## config.mk

```make
export PLATFORM = sky130hd
export DESIGN_NAME = pointer_motion_smoother_flat
export DESIGN_NICKNAME = d
export VERILOG_FILES = /design/src/pms_pkg.sv /design/src/pms_req_if.sv /design/src/pms_rsp_if.sv /design/src/pms_ram.sv /design/src/pms_divider.sv /design/src/pms_datapath.sv /design/src/pms_ctrl.sv /design/src/pointer_motion_smoother.sv /design/src/flat_wrapper.sv
export SDC_FILE = /design/constraint.sdc
export NUM_CORES = 2
export LEC_CHECK = 0
export ABC_AREA = 0
export BUFFER_PORTS_ARGS = -buffer_cell sky130_fd_sc_hd__buf_2
export CAP_MARGIN = 20
export CORE_AREA = 8 8 290 292
export DETAILED_ROUTE_END_ITERATION = 7
export DIE_AREA = 0 0 298 300
export MAX_ROUTING_LAYER = met4
export PLACE_DENSITY = 0.71
export SYNTH_ARGS = -nofsm -noshare
export SYNTH_HDL_FRONTEND = slang
export SYNTH_HIERARCHICAL = 1
export SYNTH_SLANG_ARGS = --single-unit
export TNS_END_PERCENT = 20
```

## constraint.sdc

```tcl
create_clock -name clock -period 12.7 [get_ports clock]
set_input_delay 0 -clock clock [delete_from_list [all_inputs] [get_ports clock]]
set_output_delay 0 -clock clock [all_outputs]
set_load 0.01 [all_outputs]
```

## src/pms_pkg.sv

```systemverilog
// ----------------------------------------------------------------------------
// pms_pkg
// Shared types and constants of the pointer motion smoother.
// ----------------------------------------------------------------------------
package pms_pkg;

   localparam int DELTA_W     = 12;
   localparam int SENS_W      = 16;
   localparam int LEN_W       = 4;
   localparam int EXTENT_W    = 13;
   localparam int SCALED_W    = 16;
   localparam int CSR_INDEX_W = 3;
   localparam int CSR_DATA_W  = 16;
   localparam int PROD_W      = DELTA_W + SENS_W + 1;
   localparam int Q_FRAC_W    = 8;

   localparam logic [SENS_W-1:0]   SENS_RESET   = 16'd256;
   localparam logic                SMOOTH_RESET = 1'b1;
   localparam logic [LEN_W-1:0]    LEN_RESET    = 4'd3;
   localparam logic [EXTENT_W-1:0] WIDTH_RESET  = 13'd800;
   localparam logic [EXTENT_W-1:0] HEIGHT_RESET = 13'd600;
   localparam int                  CURSOR_X_RESET = 400;
   localparam int                  CURSOR_Y_RESET = 300;

   typedef enum logic [1:0] {
      OP_MOTION  = 2'd0,
      OP_ENABLE  = 2'd1,
      OP_DISABLE = 2'd2,
      OP_UNUSED  = 2'd3
   } pms_op_type;

   typedef enum logic [CSR_INDEX_W-1:0] {
      CSR_SENSITIVITY   = 3'd0,
      CSR_SMOOTHING     = 3'd1,
      CSR_WINDOW_LENGTH = 3'd2,
      CSR_SCREEN_WIDTH  = 3'd3,
      CSR_SCREEN_HEIGHT = 3'd4
   } pms_csr_type;

   typedef enum logic [3:0] {
      ST_IDLE,
      ST_DECODE,
      ST_SCALE,
      ST_SATURATE,
      ST_WRITE,
      ST_SUM,
      ST_DIV_START,
      ST_DIV,
      ST_CLAMP,
      ST_FINISH
   } pms_state_type;

   typedef struct packed {
      logic load;
      logic recenter;
      logic deactivate;
      logic scale;
      logic saturate;
      logic win_clear;
      logic win_write;
      logic acc_step;
      logic div_start;
      logic div_take;
      logic clamp;
      logic result_load;
   } pms_cmd_type;

   typedef struct packed {
      pms_op_type op;
      logic       active;
      logic       smoothing;
      logic       acc_done;
      logic       div_done;
   } pms_status_type;

endpackage

```

## src/pms_req_if.sv

```systemverilog
// ----------------------------------------------------------------------------
// pms_req_if
// Request channel: command and raw motion deltas.
// ----------------------------------------------------------------------------
interface pms_req_if;
   import pms_pkg::*;

   logic                       valid;
   logic                       ready;
   logic [1:0]                 command;
   logic signed [DELTA_W-1:0]  delta_x;
   logic signed [DELTA_W-1:0]  delta_y;

   modport source (output valid, command, delta_x, delta_y, input ready);
   modport sink (input valid, command, delta_x, delta_y, output ready);
endinterface

```

## src/pms_rsp_if.sv

```systemverilog
// ----------------------------------------------------------------------------
// pms_rsp_if
// Response channel: cursor position and status flags.
// ----------------------------------------------------------------------------
interface pms_rsp_if #(
   parameter int COORD_BITS = 12
);
   logic                  valid;
   logic                  ready;
   logic [COORD_BITS-1:0] cursor_x;
   logic [COORD_BITS-1:0] cursor_y;
   logic                  active;
   logic                  moved;

   modport source (output valid, cursor_x, cursor_y, active, moved, input ready);
   modport sink (input valid, cursor_x, cursor_y, active, moved, output ready);
endinterface

```

## src/pms_ram.sv

```systemverilog
// ----------------------------------------------------------------------------
// pms_ram
// Generic single-write, single-read RAM with registered read data.
// ----------------------------------------------------------------------------
module pms_ram #(
   parameter int WIDTH  = 32,
   parameter int DEPTH  = 8,
   parameter int ADDR_W = (DEPTH > 1) ? $clog2(DEPTH) : 1
) (
   input  logic              clock,
   input  logic              wr_en,
   input  logic [ADDR_W-1:0] wr_addr,
   input  logic [WIDTH-1:0]  wr_data,
   input  logic              rd_en,
   input  logic [ADDR_W-1:0] rd_addr,
   output logic [WIDTH-1:0]  rd_data
);
   logic [WIDTH-1:0] mem_ff [DEPTH];
   logic [WIDTH-1:0] rd_data_ff;

   always_ff @(posedge clock) begin
      if (wr_en) begin
         mem_ff[wr_addr] <= wr_data;
      end
      if (rd_en) begin
         rd_data_ff <= mem_ff[rd_addr];
      end
   end

   assign rd_data = rd_data_ff;
endmodule

```

## src/pms_divider.sv

```systemverilog
// ----------------------------------------------------------------------------
// pms_divider
// Two-lane restoring divider, one quotient bit per cycle, truncating
// toward zero on signed numerators.
// ----------------------------------------------------------------------------
module pms_divider #(
   parameter int SUM_W = 19,
   parameter int DEN_W = 4
) (
   input  logic                    clock,
   input  logic                    reset,
   input  logic                    start,
   input  logic signed [SUM_W-1:0] numer_x,
   input  logic signed [SUM_W-1:0] numer_y,
   input  logic [DEN_W-1:0]        denom,
   output logic signed [SUM_W-1:0] quot_x,
   output logic signed [SUM_W-1:0] quot_y,
   output logic                    done
);
   localparam int CNT_W = $clog2(SUM_W + 1);

   logic [CNT_W-1:0] cnt_ff;
   logic [DEN_W-1:0] den_ff;
   logic [SUM_W-1:0] dvd_ff [2];
   logic [DEN_W-1:0] rem_ff [2];
   logic             neg_ff [2];

   logic [SUM_W-1:0] numer [2];
   logic [DEN_W:0]   rem_sh [2];
   logic [DEN_W:0]   diff [2];
   logic             take [2];
   logic [SUM_W-1:0] dvd_in [2];
   logic [DEN_W-1:0] rem_in [2];

   assign numer[0] = numer_x;
   assign numer[1] = numer_y;

   always_comb begin
      for (int i = 0; i < 2; i++) begin
         rem_sh[i] = {rem_ff[i], dvd_ff[i][SUM_W-1]};
         diff[i]   = rem_sh[i] - {1'b0, den_ff};
         take[i]   = (rem_sh[i] >= {1'b0, den_ff});
         rem_in[i] = take[i] ? diff[i][DEN_W-1:0] : rem_sh[i][DEN_W-1:0];
         dvd_in[i] = {dvd_ff[i][SUM_W-2:0], take[i]};
      end
   end

   always_ff @(posedge clock) begin
      if (reset) begin
         cnt_ff <= '0;
      end else if (start) begin
         cnt_ff <= CNT_W'(SUM_W);
      end else if (cnt_ff != '0) begin
         cnt_ff <= cnt_ff - 1'b1;
      end
   end

   always_ff @(posedge clock) begin
      if (start) begin
         den_ff <= denom;
         for (int i = 0; i < 2; i++) begin
            neg_ff[i] <= numer[i][SUM_W-1];
            dvd_ff[i] <= numer[i][SUM_W-1] ? (~numer[i] + 1'b1) : numer[i];
            rem_ff[i] <= '0;
         end
      end else if (cnt_ff != '0) begin
         for (int i = 0; i < 2; i++) begin
            dvd_ff[i] <= dvd_in[i];
            rem_ff[i] <= rem_in[i];
         end
      end
   end

   assign quot_x = neg_ff[0] ? -$signed(dvd_ff[0]) : $signed(dvd_ff[0]);
   assign quot_y = neg_ff[1] ? -$signed(dvd_ff[1]) : $signed(dvd_ff[1]);
   assign done   = (cnt_ff == '0);
endmodule

```

## src/pms_datapath.sv

```systemverilog
// ----------------------------------------------------------------------------
// pms_datapath
// Configuration registers, cursor state, delta scaling, window store and
// accumulation, averaging divider, clamp and response register.
// ----------------------------------------------------------------------------
module pms_datapath #(
   parameter int MAX_WINDOW = 8,
   parameter int COORD_BITS = 12
) (
   input  logic                                  clock,
   input  logic                                  reset,
   input  logic                                  csr_we,
   input  logic [pms_pkg::CSR_INDEX_W-1:0]       csr_index,
   input  logic [pms_pkg::CSR_DATA_W-1:0]        csr_wdata,
   input  logic [1:0]                            req_command,
   input  logic signed [pms_pkg::DELTA_W-1:0]    req_delta_x,
   input  logic signed [pms_pkg::DELTA_W-1:0]    req_delta_y,
   output logic [COORD_BITS-1:0]                 rsp_cursor_x,
   output logic [COORD_BITS-1:0]                 rsp_cursor_y,
   output logic                                  rsp_active,
   output logic                                  rsp_moved,
   input  pms_pkg::pms_cmd_type                  cmd,
   output pms_pkg::pms_status_type               status
);
   import pms_pkg::*;

   localparam int IDX_W      = (MAX_WINDOW > 1) ? $clog2(MAX_WINDOW) : 1;
   localparam int CNT_W      = $clog2(MAX_WINDOW + 1);
   localparam int LCMP_W     = (CNT_W > LEN_W) ? CNT_W : LEN_W;
   localparam int SUM_W      = SCALED_W + $clog2(MAX_WINDOW);
   localparam int V_W        = ((COORD_BITS > SCALED_W) ? COORD_BITS : SCALED_W) + 2;
   localparam int E_W        = ((COORD_BITS + 1) > EXTENT_W) ? (COORD_BITS + 1) : EXTENT_W;
   localparam int COORD_SPAN = 1 << COORD_BITS;
   localparam int COORD_MAX  = COORD_SPAN - 1;
   localparam int SAT_MAX    = (1 << (SCALED_W - 1)) - 1;
   localparam int SAT_MIN    = -(1 << (SCALED_W - 1));
   localparam int Q_W        = PROD_W - Q_FRAC_W;

   function automatic logic signed [SCALED_W-1:0] scale_sat(
      input logic signed [PROD_W-1:0] p
   );
      logic [PROD_W-1:0]     biased;
      logic signed [Q_W-1:0] q;
      logic signed [SCALED_W-1:0] r;
      biased = p + (p[PROD_W-1] ? PROD_W'((1 << Q_FRAC_W) - 1) : PROD_W'(0));
      q      = $signed(biased[PROD_W-1:Q_FRAC_W]);
      if (q > SAT_MAX) begin
         r = SCALED_W'(SAT_MAX);
      end else if (q < SAT_MIN) begin
         r = SCALED_W'(SAT_MIN);
      end else begin
         r = q[SCALED_W-1:0];
      end
      return r;
   endfunction

   function automatic logic [E_W-1:0] axis_limit(input logic [EXTENT_W-1:0] ext);
      logic [E_W-1:0] e;
      logic [E_W-1:0] r;
      e = E_W'(ext);
      if (e == '0) begin
         r = '0;
      end else if (e > E_W'(COORD_SPAN)) begin
         r = E_W'(COORD_MAX);
      end else begin
         r = e - 1'b1;
      end
      return r;
   endfunction

   function automatic logic [COORD_BITS-1:0] half_axis(input logic [EXTENT_W-1:0] ext);
      logic [E_W-1:0] h;
      logic [COORD_BITS-1:0] r;
      h = E_W'(ext >> 1);
      if (h > E_W'(COORD_MAX)) begin
         r = COORD_BITS'(COORD_MAX);
      end else begin
         r = h[COORD_BITS-1:0];
      end
      return r;
   endfunction

   function automatic logic [COORD_BITS-1:0] clamp_axis(
      input logic [COORD_BITS-1:0]      pos,
      input logic signed [SCALED_W-1:0] d,
      input logic [EXTENT_W-1:0]        ext
   );
      logic [E_W-1:0]        hi;
      logic signed [V_W-1:0] v;
      logic [COORD_BITS-1:0] r;
      hi = axis_limit(ext);
      v  = $signed(V_W'(pos)) + V_W'(d);
      if (v[V_W-1]) begin
         r = '0;
      end else if ($unsigned(v) > V_W'(hi)) begin
         r = hi[COORD_BITS-1:0];
      end else begin
         r = v[COORD_BITS-1:0];
      end
      return r;
   endfunction

   // configuration
   logic [SENS_W-1:0]   sens_ff;
   logic                smooth_ff;
   logic [LEN_W-1:0]    len_ff;
   logic [EXTENT_W-1:0] width_ff;
   logic [EXTENT_W-1:0] height_ff;

   // block state
   logic [COORD_BITS-1:0] cursor_x_ff;
   logic [COORD_BITS-1:0] cursor_y_ff;
   logic                  active_ff;
   logic                  moved_ff;
   logic [IDX_W-1:0]      head_ff;
   logic [CNT_W-1:0]      fill_ff;
   logic [IDX_W-1:0]      rd_ptr_ff;
   logic [CNT_W-1:0]      issue_cnt_ff;
   logic                  rd_valid_ff;

   // item payload
   pms_op_type                 op_ff;
   logic signed [DELTA_W-1:0]  dx_ff;
   logic signed [DELTA_W-1:0]  dy_ff;
   logic signed [PROD_W-1:0]   prod_x_ff;
   logic signed [PROD_W-1:0]   prod_y_ff;
   logic signed [SCALED_W-1:0] avg_x_ff;
   logic signed [SCALED_W-1:0] avg_y_ff;
   logic signed [SUM_W-1:0]    sum_x_ff;
   logic signed [SUM_W-1:0]    sum_y_ff;
   logic [COORD_BITS-1:0]      rsp_x_ff;
   logic [COORD_BITS-1:0]      rsp_y_ff;
   logic                       rsp_active_ff;
   logic                       rsp_moved_ff;

   logic signed [PROD_W-1:0]   prod_x_in;
   logic signed [PROD_W-1:0]   prod_y_in;
   logic [LCMP_W-1:0]          len_wide;
   logic [CNT_W-1:0]           eff_len;
   logic [CNT_W:0]             fill_inc;
   logic [CNT_W-1:0]           fill_in;
   logic [IDX_W-1:0]           head_in;
   logic [IDX_W-1:0]           rd_ptr_in;
   logic                       rd_en;
   logic [2*SCALED_W-1:0]      rd_data;
   logic signed [SUM_W-1:0]    quot_x;
   logic signed [SUM_W-1:0]    quot_y;
   logic                       div_done;
   logic                       csr_clear;

   assign prod_x_in = dx_ff * $signed({1'b0, sens_ff});
   assign prod_y_in = dy_ff * $signed({1'b0, sens_ff});

   always_comb begin
      len_wide = LCMP_W'(len_ff);
      if (len_ff == '0) begin
         eff_len = CNT_W'(1);
      end else if (len_wide > LCMP_W'(MAX_WINDOW)) begin
         eff_len = CNT_W'(MAX_WINDOW);
      end else begin
         eff_len = len_wide[CNT_W-1:0];
      end
      fill_inc = {1'b0, fill_ff} + 1'b1;
      if (fill_inc > {1'b0, eff_len}) begin
         fill_in = eff_len;
      end else begin
         fill_in = fill_inc[CNT_W-1:0];
      end
      head_in   = (head_ff == IDX_W'(MAX_WINDOW - 1)) ? '0 : head_ff + 1'b1;
      rd_ptr_in = (rd_ptr_ff == '0) ? IDX_W'(MAX_WINDOW - 1) : rd_ptr_ff - 1'b1;
   end

   assign rd_en     = cmd.acc_step && (issue_cnt_ff != fill_ff);
   assign csr_clear = csr_we && (csr_index == CSR_SMOOTHING) && !csr_wdata[0];

   pms_ram #(
      .WIDTH (2 * SCALED_W),
      .DEPTH (MAX_WINDOW)
   ) u_window (
      .clock   (clock),
      .wr_en   (cmd.win_write),
      .wr_addr (head_ff),
      .wr_data ({avg_x_ff, avg_y_ff}),
      .rd_en   (rd_en),
      .rd_addr (rd_ptr_ff),
      .rd_data (rd_data)
   );

   pms_divider #(
      .SUM_W (SUM_W),
      .DEN_W (CNT_W)
   ) u_divider (
      .clock   (clock),
      .reset   (reset),
      .start   (cmd.div_start),
      .numer_x (sum_x_ff),
      .numer_y (sum_y_ff),
      .denom   (fill_ff),
      .quot_x  (quot_x),
      .quot_y  (quot_y),
      .done    (div_done)
   );

   always_ff @(posedge clock) begin
      if (reset) begin
         sens_ff      <= SENS_RESET;
         smooth_ff    <= SMOOTH_RESET;
         len_ff       <= LEN_RESET;
         width_ff     <= WIDTH_RESET;
         height_ff    <= HEIGHT_RESET;
         cursor_x_ff  <= COORD_BITS'(CURSOR_X_RESET);
         cursor_y_ff  <= COORD_BITS'(CURSOR_Y_RESET);
         active_ff    <= 1'b0;
         moved_ff     <= 1'b0;
         head_ff      <= '0;
         fill_ff      <= '0;
         rd_ptr_ff    <= '0;
         issue_cnt_ff <= '0;
         rd_valid_ff  <= 1'b0;
      end else begin
         if (csr_we) begin
            case (csr_index)
               CSR_SENSITIVITY:   sens_ff   <= csr_wdata[SENS_W-1:0];
               CSR_SMOOTHING:     smooth_ff <= csr_wdata[0];
               CSR_WINDOW_LENGTH: len_ff    <= csr_wdata[LEN_W-1:0];
               CSR_SCREEN_WIDTH:  width_ff  <= csr_wdata[EXTENT_W-1:0];
               CSR_SCREEN_HEIGHT: height_ff <= csr_wdata[EXTENT_W-1:0];
               default: ;
            endcase
         end
         if (cmd.load) begin
            moved_ff <= 1'b0;
         end
         if (cmd.recenter) begin
            active_ff   <= 1'b1;
            cursor_x_ff <= half_axis(width_ff);
            cursor_y_ff <= half_axis(height_ff);
         end
         if (cmd.deactivate) begin
            active_ff <= 1'b0;
         end
         if (cmd.win_clear || csr_clear) begin
            head_ff <= '0;
            fill_ff <= '0;
         end
         if (cmd.win_write) begin
            head_ff      <= head_in;
            fill_ff      <= fill_in;
            rd_ptr_ff    <= head_ff;
            issue_cnt_ff <= '0;
         end
         if (rd_en) begin
            rd_ptr_ff    <= rd_ptr_in;
            issue_cnt_ff <= issue_cnt_ff + 1'b1;
         end
         rd_valid_ff <= rd_en;
         if (cmd.clamp) begin
            cursor_x_ff <= clamp_axis(cursor_x_ff, avg_x_ff, width_ff);
            cursor_y_ff <= clamp_axis(cursor_y_ff, avg_y_ff, height_ff);
            moved_ff    <= 1'b1;
         end
      end
   end

   always_ff @(posedge clock) begin
      if (cmd.load) begin
         op_ff <= pms_op_type'(req_command);
         dx_ff <= req_delta_x;
         dy_ff <= req_delta_y;
      end
      if (cmd.scale) begin
         prod_x_ff <= prod_x_in;
         prod_y_ff <= prod_y_in;
      end
      if (cmd.saturate) begin
         avg_x_ff <= scale_sat(prod_x_ff);
         avg_y_ff <= scale_sat(prod_y_ff);
      end else if (cmd.div_take) begin
         avg_x_ff <= quot_x[SCALED_W-1:0];
         avg_y_ff <= quot_y[SCALED_W-1:0];
      end
      if (cmd.win_write) begin
         sum_x_ff <= '0;
         sum_y_ff <= '0;
      end else if (rd_valid_ff) begin
         sum_x_ff <= sum_x_ff + SUM_W'($signed(rd_data[2*SCALED_W-1:SCALED_W]));
         sum_y_ff <= sum_y_ff + SUM_W'($signed(rd_data[SCALED_W-1:0]));
      end
      if (cmd.result_load) begin
         rsp_x_ff      <= cursor_x_ff;
         rsp_y_ff      <= cursor_y_ff;
         rsp_active_ff <= active_ff;
         rsp_moved_ff  <= moved_ff;
      end
   end

   assign status.op        = op_ff;
   assign status.active    = active_ff;
   assign status.smoothing = smooth_ff;
   assign status.acc_done  = (issue_cnt_ff == fill_ff) && !rd_valid_ff;
   assign status.div_done  = div_done;

   assign rsp_cursor_x = rsp_x_ff;
   assign rsp_cursor_y = rsp_y_ff;
   assign rsp_active   = rsp_active_ff;
   assign rsp_moved    = rsp_moved_ff;
endmodule

```

## src/pms_ctrl.sv

```systemverilog
// ----------------------------------------------------------------------------
// pms_ctrl
// Sequencer for one item at a time and the response valid register.
// ----------------------------------------------------------------------------
module pms_ctrl (
   input  logic                    clock,
   input  logic                    reset,
   input  logic                    req_valid,
   output logic                    req_ready,
   output logic                    rsp_valid,
   input  logic                    rsp_ready,
   output pms_pkg::pms_cmd_type    cmd,
   input  pms_pkg::pms_status_type status
);
   import pms_pkg::*;

   pms_state_type state_ff;
   pms_state_type state_in;
   logic          rsp_valid_ff;
   logic          rsp_free;

   assign rsp_free = !rsp_valid_ff || rsp_ready;

   always_comb begin
      state_in = state_ff;
      case (state_ff)
         ST_IDLE: begin
            if (req_valid) begin
               state_in = ST_DECODE;
            end
         end
         ST_DECODE: begin
            case (status.op)
               OP_MOTION: state_in = status.active ? ST_SCALE : ST_FINISH;
               default:   state_in = ST_FINISH;
            endcase
         end
         ST_SCALE:     state_in = ST_SATURATE;
         ST_SATURATE:  state_in = status.smoothing ? ST_WRITE : ST_CLAMP;
         ST_WRITE:     state_in = ST_SUM;
         ST_SUM: begin
            if (status.acc_done) begin
               state_in = ST_DIV_START;
            end
         end
         ST_DIV_START: state_in = ST_DIV;
         ST_DIV: begin
            if (status.div_done) begin
               state_in = ST_CLAMP;
            end
         end
         ST_CLAMP:     state_in = ST_FINISH;
         ST_FINISH: begin
            if (rsp_free) begin
               state_in = ST_IDLE;
            end
         end
         default:      state_in = ST_IDLE;
      endcase
   end

   always_comb begin
      cmd       = '0;
      req_ready = 1'b0;
      case (state_ff)
         ST_IDLE: begin
            req_ready = !reset;
            cmd.load  = req_valid && !reset;
         end
         ST_DECODE: begin
            cmd.recenter   = (status.op == OP_ENABLE);
            cmd.deactivate = (status.op == OP_DISABLE);
         end
         ST_SCALE:     cmd.scale = 1'b1;
         ST_SATURATE: begin
            cmd.saturate  = 1'b1;
            cmd.win_clear = !status.smoothing;
         end
         ST_WRITE:     cmd.win_write = 1'b1;
         ST_SUM:       cmd.acc_step = 1'b1;
         ST_DIV_START: cmd.div_start = 1'b1;
         ST_DIV:       cmd.div_take = status.div_done;
         ST_CLAMP:     cmd.clamp = 1'b1;
         ST_FINISH:    cmd.result_load = rsp_free;
         default: ;
      endcase
   end

   always_ff @(posedge clock) begin
      if (reset) begin
         state_ff     <= ST_IDLE;
         rsp_valid_ff <= 1'b0;
      end else begin
         state_ff <= state_in;
         if (cmd.result_load) begin
            rsp_valid_ff <= 1'b1;
         end else if (rsp_ready) begin
            rsp_valid_ff <= 1'b0;
         end
      end
   end

   assign rsp_valid = rsp_valid_ff;
endmodule

```

## src/pointer_motion_smoother.sv

```systemverilog
// ----------------------------------------------------------------------------
// pointer_motion_smoother
// Scales pointer deltas by a Q8.8 gain, optionally averages over a ring window,
// moves and clamps the cursor; enable recentres, disable stops tracking.
// ----------------------------------------------------------------------------
//   channel   direction  contents
//   req_bus   in         command, delta_x, delta_y
//   rsp_bus   out        cursor_x, cursor_y, active, moved
//   csr_*     in         write enable, register index, write data
//
// one item at a time: enable, disable, unused or ignored motion only decode
// and finish; motion without smoothing adds scale, saturate and clamp;
// smoothed motion also writes and sums the window, starts the divider and
// runs the SUM_W = 16 + clog2(MAX_WINDOW) steps of this shared bit-serial
// divider. the next item is taken while a response waits; a stalled response
// holds the sequencer in its last state. reset is synchronous, needs no sweep.
// ----------------------------------------------------------------------------
module pointer_motion_smoother #(
   parameter int MAX_WINDOW = 8,
   parameter int COORD_BITS = 12
) (
   input  logic                              clock,
   input  logic                              reset,
   pms_req_if.sink                           req_bus,
   pms_rsp_if.source                         rsp_bus,
   input  logic                              csr_we,
   input  logic [pms_pkg::CSR_INDEX_W-1:0]   csr_index,
   input  logic [pms_pkg::CSR_DATA_W-1:0]    csr_wdata
);
   import pms_pkg::*;

   pms_cmd_type    cmd;
   pms_status_type status;

   pms_ctrl u_ctrl (
      .clock     (clock),
      .reset     (reset),
      .req_valid (req_bus.valid),
      .req_ready (req_bus.ready),
      .rsp_valid (rsp_bus.valid),
      .rsp_ready (rsp_bus.ready),
      .cmd       (cmd),
      .status    (status)
   );

   pms_datapath #(
      .MAX_WINDOW (MAX_WINDOW),
      .COORD_BITS (COORD_BITS)
   ) u_datapath (
      .clock        (clock),
      .reset        (reset),
      .csr_we       (csr_we),
      .csr_index    (csr_index),
      .csr_wdata    (csr_wdata),
      .req_command  (req_bus.command),
      .req_delta_x  (req_bus.delta_x),
      .req_delta_y  (req_bus.delta_y),
      .rsp_cursor_x (rsp_bus.cursor_x),
      .rsp_cursor_y (rsp_bus.cursor_y),
      .rsp_active   (rsp_bus.active),
      .rsp_moved    (rsp_bus.moved),
      .cmd          (cmd),
      .status       (status)
   );
endmodule

```

## src/flat_wrapper.sv

```systemverilog
// flat-port wrapper written by rule: the top's interface ports become plain ports
module pointer_motion_smoother_flat import pms_pkg::*;
#(
   parameter int MAX_WINDOW = 8,
   parameter int COORD_BITS = 12
)
  (clock, reset, csr_we, csr_index, csr_wdata, req_bus_valid, req_bus_command, req_bus_delta_x, req_bus_delta_y, req_bus_ready, rsp_bus_valid, rsp_bus_cursor_x, rsp_bus_cursor_y, rsp_bus_active, rsp_bus_moved, rsp_bus_ready);
  pms_req_if req_bus_i ();
  pms_rsp_if #(.COORD_BITS(COORD_BITS)) rsp_bus_i ();
  input  logic clock;
  input  logic reset;
  input  logic csr_we;
  input  logic [pms_pkg::CSR_INDEX_W-1:0] csr_index;
  input  logic [pms_pkg::CSR_DATA_W-1:0] csr_wdata;
  input wire logic [$bits(req_bus_i.valid)-1:0] req_bus_valid;
  input wire logic [$bits(req_bus_i.command)-1:0] req_bus_command;
  input wire logic [$bits(req_bus_i.delta_x)-1:0] req_bus_delta_x;
  input wire logic [$bits(req_bus_i.delta_y)-1:0] req_bus_delta_y;
  output wire logic [$bits(req_bus_i.ready)-1:0] req_bus_ready;
  output wire logic [$bits(rsp_bus_i.valid)-1:0] rsp_bus_valid;
  output wire logic [$bits(rsp_bus_i.cursor_x)-1:0] rsp_bus_cursor_x;
  output wire logic [$bits(rsp_bus_i.cursor_y)-1:0] rsp_bus_cursor_y;
  output wire logic [$bits(rsp_bus_i.active)-1:0] rsp_bus_active;
  output wire logic [$bits(rsp_bus_i.moved)-1:0] rsp_bus_moved;
  input wire logic [$bits(rsp_bus_i.ready)-1:0] rsp_bus_ready;
  assign req_bus_i.valid = req_bus_valid;
  assign req_bus_i.command = req_bus_command;
  assign req_bus_i.delta_x = req_bus_delta_x;
  assign req_bus_i.delta_y = req_bus_delta_y;
  assign req_bus_ready = req_bus_i.ready;
  assign rsp_bus_valid = rsp_bus_i.valid;
  assign rsp_bus_cursor_x = rsp_bus_i.cursor_x;
  assign rsp_bus_cursor_y = rsp_bus_i.cursor_y;
  assign rsp_bus_active = rsp_bus_i.active;
  assign rsp_bus_moved = rsp_bus_i.moved;
  assign rsp_bus_i.ready = rsp_bus_ready;
  pointer_motion_smoother #(.MAX_WINDOW(MAX_WINDOW), .COORD_BITS(COORD_BITS)) u_core (.clock(clock), .reset(reset), .req_bus(req_bus_i), .rsp_bus(rsp_bus_i), .csr_we(csr_we), .csr_index(csr_index), .csr_wdata(csr_wdata));
endmodule
```

==> tab_implementation.tex <==
\begin{tabular}{lr}
\hline
Metric & Value \\
\hline
\multicolumn{2}{l}{\textbf{Clocking}} \\
\quad Worst-case clock buffer depth & 3 \\
\quad Cells resized by post-CTS repair & 0 \\
\quad Clock latency on the worst-skew pair & 0.64 ns \\
\quad Clock root buffer & clkbuf\_16 \\
\quad Number of clock sinks & slightly above 600 \\
\quad Clock tree from TritonCTS & yes \\
\quad Total CTS buffers & 69 \\
\quad Clk slew on worst S/H paths & about 0.050 ns \\
\quad Level count of the clock H-tree & 3 \\
\multicolumn{2}{l}{\textbf{Setup path}} \\
\quad List of cells traversed by the critical path & nand2\_1 -> fa\_1 -> inv\_1 -> fa\_1 -> inv\_1 -> fa\_1 -> inv\_1 -> fa\_1 -> inv\_1 -> fa\_1 -> inv\_1 -> ha\_1 -> o21a\_1 -> nor2\_1 -> a21oi\_1 -> a31oi\_1 -> o311ai\_0 -> o21a\_1 -> nand4\_1 -> and4\_1 -> a311o\_1 \\
\quad Slowest Stage Delay on Critical Path & around 0.92 ns \\
\quad Slowest cell on the critical path & dfxtp\_1 \\
\quad Startpoint type of the worst setup path & register \\
\quad Critical path data arrival time & 7.04 ns \\
\quad Required time at the endpoint of the critical path & roughly 13 ns \\
\quad Category of the critical setup timing path & register to register \\
\quad Top cell family by delay on the critical path & adder cells \\
\quad Maximum fanout along the worst path & 25 \\
\quad Number of buffer and inverter instances along the worst setup path & 5 \\
\quad Capturing element type of the critical path & register \\
\multicolumn{2}{l}{\textbf{Placement}} \\
\quad Global placer's final weighted congestion & 0.8971 \\
\quad Port Buf Inserts & 77 \\
\quad Placed wire-length estimate after detailed placement & 74.41 mm \\
\multicolumn{2}{l}{\textbf{Final layout}} \\
\quad Commonest non-fill, non-tap cells in the layout & edfxtp\_1, nand2\_1, inv\_1, ha\_1, fa\_1 \\
\quad Final core utilization & 0.5956 \\
\quad Share of final-layout standard cells stronger than drive strength 1 & 0.08616 \\
\quad Filler Cell Count & roughly 6500 \\
\quad Layout overhead on the synthesized area & 10.16\% \\
\quad Number of nets in the finished design & 4673 \\
\quad Most common cell after layout, fill and taps aside & edfxtp\_1 \\
\multicolumn{2}{l}{\textbf{Global route}} \\
\quad GR met3 Demand/Resource & 0.02862 \\
\quad Number of global-route vias before repair & between 20000 and 30000 \\
\quad Remaining global-route overflow & 0 \\
\quad Overall Global Routing Usage & 0.2366 \\
\quad Grt met1 use & 0.3235 \\
\quad First-pass GRT wire length & 163.9 mm \\
\quad Global routing met2 resource utilization & 0.3801 \\
\quad Most used routing layer in global routing & met2 \\
\quad Largest net degree at the start of global routing & 67 \\
\quad Number of antenna violations at the first check in global routing & 2 \\
\multicolumn{2}{l}{\textbf{Timing}} \\
\quad Worst Tran Pin Value & 1.109 ns \\
\quad RSZ-0062 raised after global routing & no \\
\quad Max-slew violations & 0 \\
\quad Post-Route Setup TNS & 0 ns \\
\quad Headroom to the max-slew limit & 0.2565 \\
\quad Period utilisation layout & 0.5261 \\
\quad Post-layout min period & roughly 6.7 ns \\
\quad Setup violations, final & 0 \\
\quad Number of hold violations in the final report & 0 \\
\quad Post-Route Skew & between 0.04 and 0.05 ns \\
\quad Max Fclk & 0.1497 GHz \\
\multicolumn{2}{l}{\textbf{Detailed routing}} \\
\quad Detailed-route DRC error count & 0 \\
\quad Final ANT Viol Nets & 0 \\
\quad Wirelength, routed & 103.8 mm \\
\quad Wire length per cell after detailed routing & 20.13 um \\
\quad Via count & 29754 \\
\quad Number of DRC violations after detailed-routing iteration 0 & 2466 \\
\quad Mean number of vias per cell & 5.769 \\
\quad Number of iterations in the first detailed-routing pass & 6 \\
\multicolumn{2}{l}{\textbf{Hold path}} \\
\quad Worst min-delay path category & input pin to register \\
\multicolumn{2}{l}{\textbf{Synth}} \\
\quad Synthesized netlist net count & roughly 4600 \\
\quad Average instance area after synthesis & 10.91 um\^{}2 \\
\quad Number of warnings reported in the yosys synthesis log & 6 \\
\quad Area of the mapped netlist & 43060 um\^{}2 \\
\quad Synth Instances & 3948 \\
\multicolumn{2}{l}{\textbf{Floorplanning}} \\
\quad Number of top-level design ports & 78 \\
\quad Core Box Area & 79640 um\^{}2 \\
\quad Row Count & about 100 \\
\quad Floorplan die height & 300 um \\
\quad Die W & 298 um \\
\quad Initial standard-cell utilization of the core & 0.5407 \\
\quad Die area & 89400 um\^{}2 \\
\multicolumn{2}{l}{\textbf{Run}} \\
\quad Max Cap Violations & 0 \\
\multicolumn{2}{l}{\textbf{Power and ir drop}} \\
\quad Peak VDD IR & 123.4 uV \\
\quad Pwr/cell area & around 130 nW/um\^{}2 \\
\quad Leakage power & 19.16 nW \\
\multicolumn{2}{l}{\textbf{Run status}} \\
\quad Run status & finished clean \\
\hline
\end{tabular}
-- metrics by stage --
| step | power [mW] | worst slack (ns) | std cells | hold WS [ns] | area [um^2] |
|---|---|---|---|---|---|
| final | 5.959 | 6.018 | 5158 | 0.1063 | 47430 |
| after global routing | 6.249 | 5.667 | 5157 | 0.09634 | 47430 |
| after CTS | 5.990 | 6.079 | 5156 | 0.06839 | 47420 |
| after detailed placement | 3.911 | 6.092 | 4966 | 0.1782 | 44440 |
| after global placement | 3.883 | 6.211 | 4966 | 0.1768 | 44440 |
| after floorplan | 3.530 | 6.814 | 3948 | 0.05218 | 43060 |
-- metal layers --
metal / part of all wire / vias up
li1: - / 13895
met1: 0.45 / 14790
met2: 0.47 / 948
met3: 0.063 / 121
met4: 0.021 / 0
met5: 0 / -
-- sequential cells by signal (all words and copies together) (netlist names), 13 cells and up --
signal and cells:
u_core/u_datapath/u_divider/dvd_ff 38, u_core/u_datapath/u_window/mem_ff 256, u_core/u_datapath/prod_y_ff 29, u_core/u_datapath/sum_y_ff 19
u_core/u_datapath/avg_y_ff 16, u_core/u_datapath/width_ff 13, u_core/u_datapath/sens_ff 16, u_core/u_datapath/avg_x_ff 16
u_core/u_datapath/sum_x_ff 19, u_core/u_datapath/prod_x_ff 29, u_core/u_datapath/u_window/rd_data 32, u_core/u_datapath/height_ff 13
-- where the power goes --
part	leakage (nW)	total [mW]	switching (mW)	internal, mW
combinational	12.5	1.36	0.814	0.544
clock	1.13	2.05	0.877	1.17
sequential	5.50	2.55	0.163	2.39
total	19.2	5.96	1.85	4.10
-- worst paths after layout --
check	from	to	slack [ns]	depth (start not counted)
worst max-delay path	u_core/u_datapath/sens_ff[5]	u_core/u_datapath/prod_y_ff[28]	6.02	21
worst min register to register	u_core/u_datapath/moved_ff	u_core/u_datapath/rsp_moved	0.45	0
worst max register to register	u_core/u_datapath/sens_ff[5]	u_core/u_datapath/prod_y_ff[28]	6.02	21
worst min-delay path	req_bus_delta_y[7]	u_core/u_datapath/dy_ff[7]	0.11	2
-- repair_timing --
action,CTS,global route
hold buffers,62,0
buffers inserted,0,0
hold endpoints to repair,85,0
-- worst reg2reg max path, stage by stage (launching register included) --
cell and delay, ns:
dfxtp_1 0.92, nand2_1 0.20, fa_1 0.59, inv_1 0.06, fa_1 0.52, inv_1 0.05, fa_1 0.48, inv_1 0.06
fa_1 0.52, inv_1 0.05, fa_1 0.52, inv_1 0.04, ha_1 0.33, o21a_1 0.14, nor2_1 0.04, a21oi_1 0.25
a31oi_1 0.18, o311ai_0 0.58, o21a_1 0.27, nand4_1 0.13, and4_1 0.18, a311o_1 0.32
-- final cells by class --
| cell class | count | area (um^2) | share of cell area |
|---|---|---|---|
| Antenna cell | 1 | 2.502 | 0.00005276 |
| Inverter | 452 | 1697 | 0.03577 |
| Clock buffer | 81 | 1772 | 0.03735 |
| Multi-Input combinational cell | 2725 | 23570 | 0.4970 |
| Timing Repair Buffer | 174 | 1271 | 0.02680 |
| Clock inverter | 47 | 588.1 | 0.01240 |
| Tap cell | 1060 | 1326 | 0.02796 |
| Sequential cell | 618 | 17200 | 0.3627 |
No activity file was read; power rests on OpenSTA's default activity.
